===== config.mk =====
export PLATFORM = sky130hd
export DESIGN_NAME = joint_command_frame_builder_top
export DESIGN_NICKNAME = d
export VERILOG_FILES = /design/src/sv/jcfb_pkg.sv /design/src/sv/joint_command_frame_builder_top.sv /design/src/sv/jcfb_joint.sv /design/src/sv/jcfb_cell.sv
export SDC_FILE = /design/constraint.sdc
export NUM_CORES = 2
export LEC_CHECK = 0
export BUFFER_PORTS_ARGS = -buffer_cell sky130_fd_sc_hd__buf_4
export CORE_MARGIN = 5
export CORE_UTILIZATION = 57
export DETAILED_ROUTE_END_ITERATION = 6
export PLACE_DENSITY = 0.74
export RECOVER_POWER = 50
export SYNTH_ARGS = -nofsm -noshare
export SYNTH_HDL_FRONTEND = slang
export SYNTH_SLANG_ARGS = --single-unit
export TNS_END_PERCENT = 50

===== constraint.sdc =====
create_clock -name clk -period 8.8 [get_ports clk]
set_input_delay 1.32 -clock clk [delete_from_list [all_inputs] [get_ports clk]]
set_output_delay 1.32 -clock clk [all_outputs]
set_load 0.02 [all_outputs]

===== src/sv/jcfb_pkg.sv =====
package jcfb_pkg;

	localparam int NUM_JOINTS = 5;
	localparam int BLOCK_LEN  = 9;
	localparam int HEADER_LEN = 4;
	localparam int FRAME_LEN  = HEADER_LEN + NUM_JOINTS * BLOCK_LEN + 2;
	localparam int CKS_POS    = FRAME_LEN - 2;
	localparam int LAST_POS   = FRAME_LEN - 1;
	localparam int LIMIT_W    = 12;
	localparam int TABLE_W    = NUM_JOINTS * LIMIT_W;
	localparam int REG_IDX_W  = 1;

	localparam logic [7:0] HEADER_BYTE = 8'd231;
	localparam logic [7:0] FOOTER_BYTE = 8'd229;

	localparam logic [TABLE_W-1:0] TABLE_RESET = '1;

	localparam logic [REG_IDX_W-1:0] REG_SPEED_LIMIT   = 1'd0;
	localparam logic [REG_IDX_W-1:0] REG_CURRENT_LIMIT = 1'd1;

	localparam logic [2:0] MODE_HOLD    = 3'd0;
	localparam logic [2:0] MODE_PWM_CW  = 3'd1;
	localparam logic [2:0] MODE_PWM_CCW = 3'd2;
	localparam logic [2:0] MODE_SPD_CW  = 3'd3;
	localparam logic [2:0] MODE_SPD_CCW = 3'd4;
	localparam logic [2:0] MODE_POS     = 3'd5;

	localparam int DEMAND_MAX = 4095;
	localparam int PWM_MAX    = 100;
	// pwm code = 655*d + floor((18*d + 25) / 50) - 1 for d > 0
	localparam int PWM_K      = 655;
	localparam int PWM_FRAC   = 18;
	localparam int PWM_OFS    = 25;
	localparam int PWM_RECIP  = 1311;
	localparam int PWM_SHIFT  = 16;

	typedef logic [BLOCK_LEN-1:0][7:0] block_t;

	typedef struct packed {
		logic       vld;
		logic       cks;
		logic       last;
		logic [7:0] data;
	} cell_t;

endpackage


===== src/sv/joint_command_frame_builder_top.sv =====
// an accepted command loads the chain; bytes leave cell 0 through the output register
// one frame byte per cycle while out_ready is held high, through a 51-cell shift chain
// the next command loads while the previous footer byte leaves, so frames run back to back
// reset: chain and output register empty, both limit tables all ones (4095 per joint)
module joint_command_frame_builder_top (
	input  logic                                clk,
	input  logic                                arst_n,
	input  logic                                wr_en,
	input  logic [jcfb_pkg::REG_IDX_W-1:0]      wr_index,
	input  logic [jcfb_pkg::TABLE_W-1:0]        wr_data,
	input  logic                                in_valid,
	output logic                                in_ready,
	input  logic [2:0]                          joint0_type,
	input  logic signed [16:0]                  joint0_demand,
	input  logic [2:0]                          joint1_type,
	input  logic signed [16:0]                  joint1_demand,
	input  logic [2:0]                          joint2_type,
	input  logic signed [16:0]                  joint2_demand,
	input  logic [2:0]                          joint3_type,
	input  logic signed [16:0]                  joint3_demand,
	input  logic [2:0]                          joint4_type,
	input  logic signed [16:0]                  joint4_demand,
	output logic                                out_valid,
	input  logic                                out_ready,
	output logic [7:0]                          frame_byte,
	output logic                                last_byte
);
	import jcfb_pkg::*;

	logic [TABLE_W-1:0] speed_q;
	logic [TABLE_W-1:0] current_q;

	logic [2:0]         jt    [NUM_JOINTS];
	logic signed [16:0] jd    [NUM_JOINTS];
	block_t             blk   [NUM_JOINTS];
	logic [7:0]         frame [FRAME_LEN];
	cell_t              chain [FRAME_LEN];
	logic [FRAME_LEN-1:0] last_flags;

	logic       advance;
	logic       accept;
	logic       out_valid_q;
	logic [7:0] frame_byte_q;
	logic       last_byte_q;
	logic [7:0] sum_q;

	always_ff @(posedge clk or negedge arst_n) begin
		if (!arst_n) begin
			speed_q   <= TABLE_RESET;
			current_q <= TABLE_RESET;
		end else if (wr_en) begin
			if (wr_index == REG_SPEED_LIMIT) begin
				speed_q <= wr_data;
			end
			if (wr_index == REG_CURRENT_LIMIT) begin
				current_q <= wr_data;
			end
		end
	end

	assign jt[0] = joint0_type;
	assign jt[1] = joint1_type;
	assign jt[2] = joint2_type;
	assign jt[3] = joint3_type;
	assign jt[4] = joint4_type;
	assign jd[0] = joint0_demand;
	assign jd[1] = joint1_demand;
	assign jd[2] = joint2_demand;
	assign jd[3] = joint3_demand;
	assign jd[4] = joint4_demand;

	for (genvar j = 0; j < NUM_JOINTS; j++) begin : g_joint
		jcfb_joint u_joint (
			.jtype   (jt[j]),
			.demand  (jd[j]),
			.spd_lim (speed_q[j*LIMIT_W +: LIMIT_W]),
			.cur_lim (current_q[j*LIMIT_W +: LIMIT_W]),
			.blk     (blk[j])
		);
	end

	always_comb begin
		frame[0] = HEADER_BYTE;
		for (int k = 1; k < HEADER_LEN; k++) begin
			frame[k] = 8'd0;
		end
		for (int j = 0; j < NUM_JOINTS; j++) begin
			for (int k = 0; k < BLOCK_LEN; k++) begin
				frame[HEADER_LEN + j*BLOCK_LEN + k] = blk[j][k];
			end
		end
		frame[CKS_POS]  = 8'd0;
		frame[LAST_POS] = FOOTER_BYTE;
	end

	assign advance  = !out_valid_q || out_ready;
	assign in_ready = advance && !chain[1].vld;
	assign accept   = in_valid && in_ready;

	for (genvar i = 0; i < FRAME_LEN; i++) begin : g_cell
		cell_t ld_c;
		cell_t nxt_c;

		assign ld_c = '{vld: 1'b1, cks: (i == CKS_POS), last: (i == LAST_POS),
			data: frame[i]};

		if (i == LAST_POS) begin : g_tail
			assign nxt_c = '0;
		end else begin : g_body
			assign nxt_c = chain[i+1];
		end

		jcfb_cell u_cell (
			.clk    (clk),
			.arst_n (arst_n),
			.load   (accept),
			.shift  (advance),
			.ld     (ld_c),
			.nxt    (nxt_c),
			.cur    (chain[i])
		);

		assign last_flags[i] = chain[i].vld && chain[i].last;
	end

	always_ff @(posedge clk or negedge arst_n) begin
		if (!arst_n) begin
			out_valid_q <= 1'b0;
			sum_q       <= '0;
		end else if (advance) begin
			out_valid_q <= chain[0].vld;
			if (chain[0].vld) begin
				sum_q <= chain[0].last ? 8'd0 : sum_q + chain[0].data;
			end
		end
	end

	// checksum reduces to the byte sum modulo 256
	always_ff @(posedge clk) begin
		if (advance && chain[0].vld) begin
			frame_byte_q <= chain[0].cks ? sum_q : chain[0].data;
			last_byte_q  <= chain[0].last;
		end
	end

	assign out_valid  = out_valid_q;
	assign frame_byte = frame_byte_q;
	assign last_byte  = last_byte_q;

	a_load_tail: assert property (@(posedge clk) disable iff (!arst_n)
		accept |=> chain[LAST_POS].vld && chain[LAST_POS].last)
		else $error("frame tail not loaded");

	a_footer: assert property (@(posedge clk) disable iff (!arst_n)
		out_valid && last_byte |-> frame_byte == FOOTER_BYTE)
		else $error("last item is not the footer");

	a_one_frame_end: assert property (@(posedge clk) disable iff (!arst_n)
		$onehot0(last_flags))
		else $error("more than one frame end in chain");

	a_sum_clear: assert property (@(posedge clk) disable iff (!arst_n)
		out_valid && out_ready && last_byte && $past(advance) |-> sum_q == 8'd0)
		else $error("checksum accumulator not cleared at frame end");

endmodule


===== src/sv/jcfb_joint.sv =====
module jcfb_joint (
	input  logic [2:0]                       jtype,
	input  logic signed [16:0]               demand,
	input  logic [jcfb_pkg::LIMIT_W-1:0]     spd_lim,
	input  logic [jcfb_pkg::LIMIT_W-1:0]     cur_lim,
	output jcfb_pkg::block_t                 blk
);
	import jcfb_pkg::*;

	logic [2:0]  mode_eff;
	logic [11:0] dem_c;
	logic [6:0]  pwm_d;
	logic [15:0] p_int;
	logic [10:0] x_frac;
	logic [21:0] p_frac;
	logic [16:0] pwm_sum;
	logic [15:0] code;

	assign mode_eff = (jtype == MODE_POS) ? MODE_HOLD : jtype;

	always_comb begin
		if (demand[16]) begin
			dem_c = '0;
		end else if (demand[15:12] != 4'd0) begin
			dem_c = 12'(DEMAND_MAX);
		end else begin
			dem_c = demand[11:0];
		end
	end

	assign pwm_d   = (dem_c > 12'(PWM_MAX)) ? 7'(PWM_MAX) : dem_c[6:0];
	assign p_int   = 16'(pwm_d) * 16'(PWM_K);
	assign x_frac  = 11'(pwm_d) * 11'(PWM_FRAC) + 11'(PWM_OFS);
	assign p_frac  = 22'(x_frac) * 22'(PWM_RECIP);
	assign pwm_sum = 17'(p_int) + 17'(p_frac[21:PWM_SHIFT]) - 17'd1;

	always_comb begin
		if (mode_eff inside {MODE_PWM_CW, MODE_PWM_CCW}) begin
			code = (pwm_d == 7'd0) ? 16'd0 : pwm_sum[15:0];
		end else if (mode_eff inside {MODE_SPD_CW, MODE_SPD_CCW}) begin
			code = {4'd0, dem_c};
		end else begin
			code = '0;
		end
	end

	always_comb begin
		blk[0] = 8'd0;
		blk[1] = {5'd0, mode_eff};
		blk[2] = code[15:8];
		blk[3] = code[7:0];
		blk[4] = {4'd0, spd_lim[11:8]};
		blk[5] = spd_lim[7:0];
		blk[6] = {4'd0, cur_lim[11:8]};
		blk[7] = cur_lim[7:0];
		blk[8] = 8'd0;
	end

endmodule


===== src/sv/jcfb_cell.sv =====
module jcfb_cell (
	input  logic            clk,
	input  logic            arst_n,
	input  logic            load,
	input  logic            shift,
	input  jcfb_pkg::cell_t ld,
	input  jcfb_pkg::cell_t nxt,
	output jcfb_pkg::cell_t cur
);
	import jcfb_pkg::*;

	logic       vld_q;
	logic       cks_q;
	logic       last_q;
	logic [7:0] data_q;

	always_ff @(posedge clk or negedge arst_n) begin
		if (!arst_n) begin
			vld_q <= 1'b0;
		end else if (load) begin
			vld_q <= ld.vld;
		end else if (shift) begin
			vld_q <= nxt.vld;
		end
	end

	always_ff @(posedge clk) begin
		if (load) begin
			cks_q  <= ld.cks;
			last_q <= ld.last;
			data_q <= ld.data;
		end else if (shift) begin
			cks_q  <= nxt.cks;
			last_q <= nxt.last;
			data_q <= nxt.data;
		end
	end

	assign cur = '{vld: vld_q, cks: cks_q, last: last_q, data: data_q};

endmodule


==> impl_metrics.csv <==
group,metric,value,unit
final_layout,fillerInstances,5907,
global_routing,via_count_of_the_first_global_routing_pass,37210,
yosys,seq_area_frac_synth,34.20,%
job,timing.max_cap.violations,7,
timing,setup_viol,76,
final_layout,area_growth,23.18,%
routing,drc,0,
yosys,synth_top_area_share,18.22,%
final_layout,multiInputGateArea,30110,um2
critical_path,crit_top_cell,"sky130_fd_sc_hd__inv_2",
routing,avgRoutedWirePerCell,17.21,um
power_and_ir_drop,power_per_cell_area,393.6,nW/um2
place,gpl_congestion,0.9252,
timing,max_clock_freq,89.26,MHz
critical_path,cp-end-kind,"flop",
timing,finalWorstPathRequiredPeriod,11200,ps
routing,drt-vias-per-instance,5.481,
floorplanning,floorplan.die.height,294.6,um
place,io_buffer_count,176,
floorplanning,design.die.area,86760,um2
floorplanning,die_width,294.6,um
power_and_ir_drop,leakage_power_total,27.18,nW
final_layout,design.final.nets,6581,
clock_tree,tritoncts.num_buffers,57,
yosys,synth.net_count,5954,
yosys,yosysWarningCount,0,
timing,relSlewSlack,-302.3,%
routing,detail_route.iter0.violations,2299,
routing,dr_pass1_iterations,5,
power_and_ir_drop,p_total,22.38,mW
floorplanning,rows,104,
timing,fin_crit_sh,127.3,%
yosys,netlist_top_cells_area,"sky130_fd_sc_hd__ha_1 18%, sky130_fd_sc_hd__edfxtp_1 15%, sky130_fd_sc_hd__fa_1 11%",
critical_path,critical_path.slowest_cell,"sky130_fd_sc_hd__or4_4",
status,outcome,"complete, but fails checks",
critical_path,critPathKind,"in2reg",
yosys,ys_async_sr_fraction,28.85,%
critical_path,timing.critical_path.required,9140,ps
timing,grt_setup_unrepaired,"true",
final_layout,layout-drive-gt1-share,26.76,%
floorplanning,io_pins,177,
timing,totalNegativeSetupSlack,-124810,ps
clock_tree,clkLatencyLatePin,590,ps
power_and_ir_drop,power.ir.vdd_worst,0.8420,mV
critical_path,critPathMaxStageDelay,560,ps
yosys,synth_flop_type,"sky130_fd_sc_hd__edfxtp_1",
min_path,holdCritPathClass,"reg2reg",
clock_tree,tritoncts,"yes",
timing,setup_slack_of_the_critical_path_after_layout,-2403,ps
clock_tree,cts_num_sinks,624,
clock_tree,clock_tree.buffer_depth,3,
clock_tree,clk_root_buffer_cell,"sky130_fd_sc_hd__clkbuf_16",
timing,finalMaxSlewViolations,624,
critical_path,crit_fanout,4,
routing,wirelength,113500,um
final_layout,seq_area,15790,um2
yosys,synth_top_cell_by_area,"sky130_fd_sc_hd__ha_1",
yosys,count_of_flip_flops_with_a_built_in_enable_after_synthesis,224,
timing,final-hold-violation-count,0,
global_routing,grt.overflow.total,0,
global_routing,grt_pass1_wl,183600,um
global_routing,grtUsageTotal,25.53,%
floorplanning,floorplan.initialDensity,57.39,%
routing,ant_nets,0,
yosys,mappedNetlistArea,46150,um2
yosys,synth_area_per_cell,9.496,um2
yosys,synthCells,4860,
yosys,synth.distinct_cells,87,
timing,finClkSkew,20.87,ps
status,violations_in_the_final_reports,"capacitance limit, slew limit, setup timing",
timing,worstMarginPinSlew,6034,ps
critical_path,cp.arrival,11540,ps
place,dp_hpwl,83470,um
clock_tree,holdBufCountCts,0,
routing,num_vias,36160,
clock_tree,cts.reportedPaths.clkPinSlew,60,ps
yosys,synth_seq_cells,624,
floorplanning,core_footprint,80420,um2
global_routing,antenna_violations_before_repair,4,
global_routing,pin_count_of_the_biggest_net_entering_global_routing,217,
critical_path,worst_setup_path_start_kind,"input pin",
clock_tree,cts_max_level,2,
==> synthesized netlist by cell type, types with 14 or more instances <==
library cell / number
sky130_fd_sc_hd__a211oi_1: 26
sky130_fd_sc_hd__a21o_1: 63
sky130_fd_sc_hd__a21oi_1: 355
sky130_fd_sc_hd__a221oi_1: 15
sky130_fd_sc_hd__a31oi_1: 19
sky130_fd_sc_hd__buf_1: 19
sky130_fd_sc_hd__clkbuf_1: 147
sky130_fd_sc_hd__dfrtp_1: 60
sky130_fd_sc_hd__dfstp_2: 120
sky130_fd_sc_hd__dfxtp_1: 220
sky130_fd_sc_hd__edfxtp_1: 224
sky130_fd_sc_hd__fa_1: 256
sky130_fd_sc_hd__ha_1: 672
sky130_fd_sc_hd__inv_1: 542
sky130_fd_sc_hd__mux2_2: 131
sky130_fd_sc_hd__nand2_1: 1024
sky130_fd_sc_hd__nand3_1: 83
sky130_fd_sc_hd__nor2_1: 222
sky130_fd_sc_hd__nor3_1: 41
sky130_fd_sc_hd__nor4_1: 14
sky130_fd_sc_hd__o21a_1: 16
sky130_fd_sc_hd__o21ai_0: 140
sky130_fd_sc_hd__o21bai_1: 22
sky130_fd_sc_hd__or2_2: 17
sky130_fd_sc_hd__xnor2_1: 129
sky130_fd_sc_hd__xor2_1: 53
==> cells in the final DEF (no fill, tap or decap), types with 15 or more instances in the layout <==
master	synthesis	final
sky130_fd_sc_hd__ha_1	672	609
sky130_fd_sc_hd__o21bai_1	22	19
sky130_fd_sc_hd__xnor2_2	2	25
sky130_fd_sc_hd__buf_4	0	680
sky130_fd_sc_hd__o21a_1	16	15
sky130_fd_sc_hd__inv_1	542	491
sky130_fd_sc_hd__fa_1	256	240
sky130_fd_sc_hd__clkbuf_1	147	36
sky130_fd_sc_hd__a21oi_1	355	300
sky130_fd_sc_hd__edfxtp_1	224	224
sky130_fd_sc_hd__o21ai_1	1	35
sky130_fd_sc_hd__mux2_2	131	127
sky130_fd_sc_hd__buf_6	1	38
sky130_fd_sc_hd__nor3_1	41	32
sky130_fd_sc_hd__xor2_1	53	47
sky130_fd_sc_hd__a21oi_2	4	55
sky130_fd_sc_hd__inv_2	6	50
sky130_fd_sc_hd__o21ai_0	140	84
sky130_fd_sc_hd__ha_4	0	59
sky130_fd_sc_hd__fa_2	0	16
sky130_fd_sc_hd__clkbuf_16	0	59
sky130_fd_sc_hd__dfstp_2	120	120
sky130_fd_sc_hd__nor2_1	222	207
sky130_fd_sc_hd__a21o_1	63	63
sky130_fd_sc_hd__xnor2_1	129	104
sky130_fd_sc_hd__dfrtp_1	60	60
sky130_fd_sc_hd__a31oi_1	19	15
sky130_fd_sc_hd__dfxtp_1	220	220
sky130_fd_sc_hd__o21ai_2	1	18
sky130_fd_sc_hd__nand2_1	1024	1015
sky130_fd_sc_hd__nand3_1	83	74
==> per-stage QoR <==
step	instances	utilization, %	hold slack, ps	cell area (um2)	setup slack [ps]
final	6597	70.69	447.2	56850	-2403
after global routing	6596	70.69	464.5	56850	-2672
after CTS	6576	69.78	447.3	56120	-2148
after detailed placement	6433	65.97	439.0	53050	-3007
after global placement	6433	65.97	431.3	53050	-2814
after floorplan	4860	-	406.4	47180	-2842
==> worst paths after layout <==
check                           cells after the start                        start  slack [ps]                           to
worst max-delay path                               45            joint0_demand[14]       -2400   g_cell[6].u_cell.data_q[2]
worst min-delay path                                2  g_cell[50].u_cell.data_q[6]         450  g_cell[50].u_cell.data_q[6]
worst max register to register                      5                    out_valid        1330                frame_byte[7]
worst min register to register                      2  g_cell[50].u_cell.data_q[6]         450  g_cell[50].u_cell.data_q[6]
max in group asynchronous                           2                       arst_n        1780       g_cell[4].u_cell.vld_q
min in group asynchronous                           1                       arst_n        2980      g_cell[30].u_cell.vld_q
==> cell families after synthesis <==
family / count (synthesis) / synth area share (%)
adder cells (fa/ha/maj): 928 / 29.32
buffers and inverters: 720 / 5.883
XOR/XNOR: 187 / 3.679
AO/OA/AOI/OAI: 763 / 10.10
flip-flops: 624 / 34.20
multiplexers: 135 / 3.283
AND/OR/NAND/NOR: 1503 / 13.53
==> flip-flops by register name, indices dropped and copies added, names as in the netlist, 8 cells and up <==
register / count
g_cell.u_cell.data_q: 387
current_q: 60
speed_q: 60
g_cell.u_cell.vld_q: 51
g_cell.u_cell.last_q: 36
g_cell.u_cell.cks_q: 12
frame_byte: 8
sum_q: 8
==> layer usage <==
metal / up-vias / GRT usage, % / routed length [um]
li1: 17480 / - / -
met2: 749 / 47.11 / 59580
met1: 17730 / 32.25 / 46300
met5: - / 0 / 27
met3: 194 / 2.396 / 4312
met4: 4 / 6.599 / 3286
==> where the power goes <==
part           switching, mW  total, mW  internal (mW)  leakage (nW)
Sequential             0.499       4.87           4.37          6.07
Combinational           7.72       15.0           7.32          20.2
Clock                   1.06       2.46           1.40         0.918
==> worst max-delay path: cells and delay by family <==
kind,cells,cell delay [ps]
xor+xnor,2,320
mux,1,210
simple gates,8,1670
fa+ha+maj,14,5060
compound gates,9,2230
buf+inv,11,700
==> final cells by class <==
cell class,instances,share of cell area (%)
timing repair buffer,739,9.994
clock buffer,93,3.051
multi-input combinational,3516,52.96
antenna,2,0.008804
sequential,624,27.77
inverter,549,3.662
clock inverter,14,0.2267
tap,1060,2.333
==> repair_timing <==
action,in CTS,in global routing
gates resized for setup,197,126
pin swaps,193,110
cloned,0,0
endpoints found under the setup margin,75,77
buffers inserted,37,23
(Power assumes the default switching activity.)
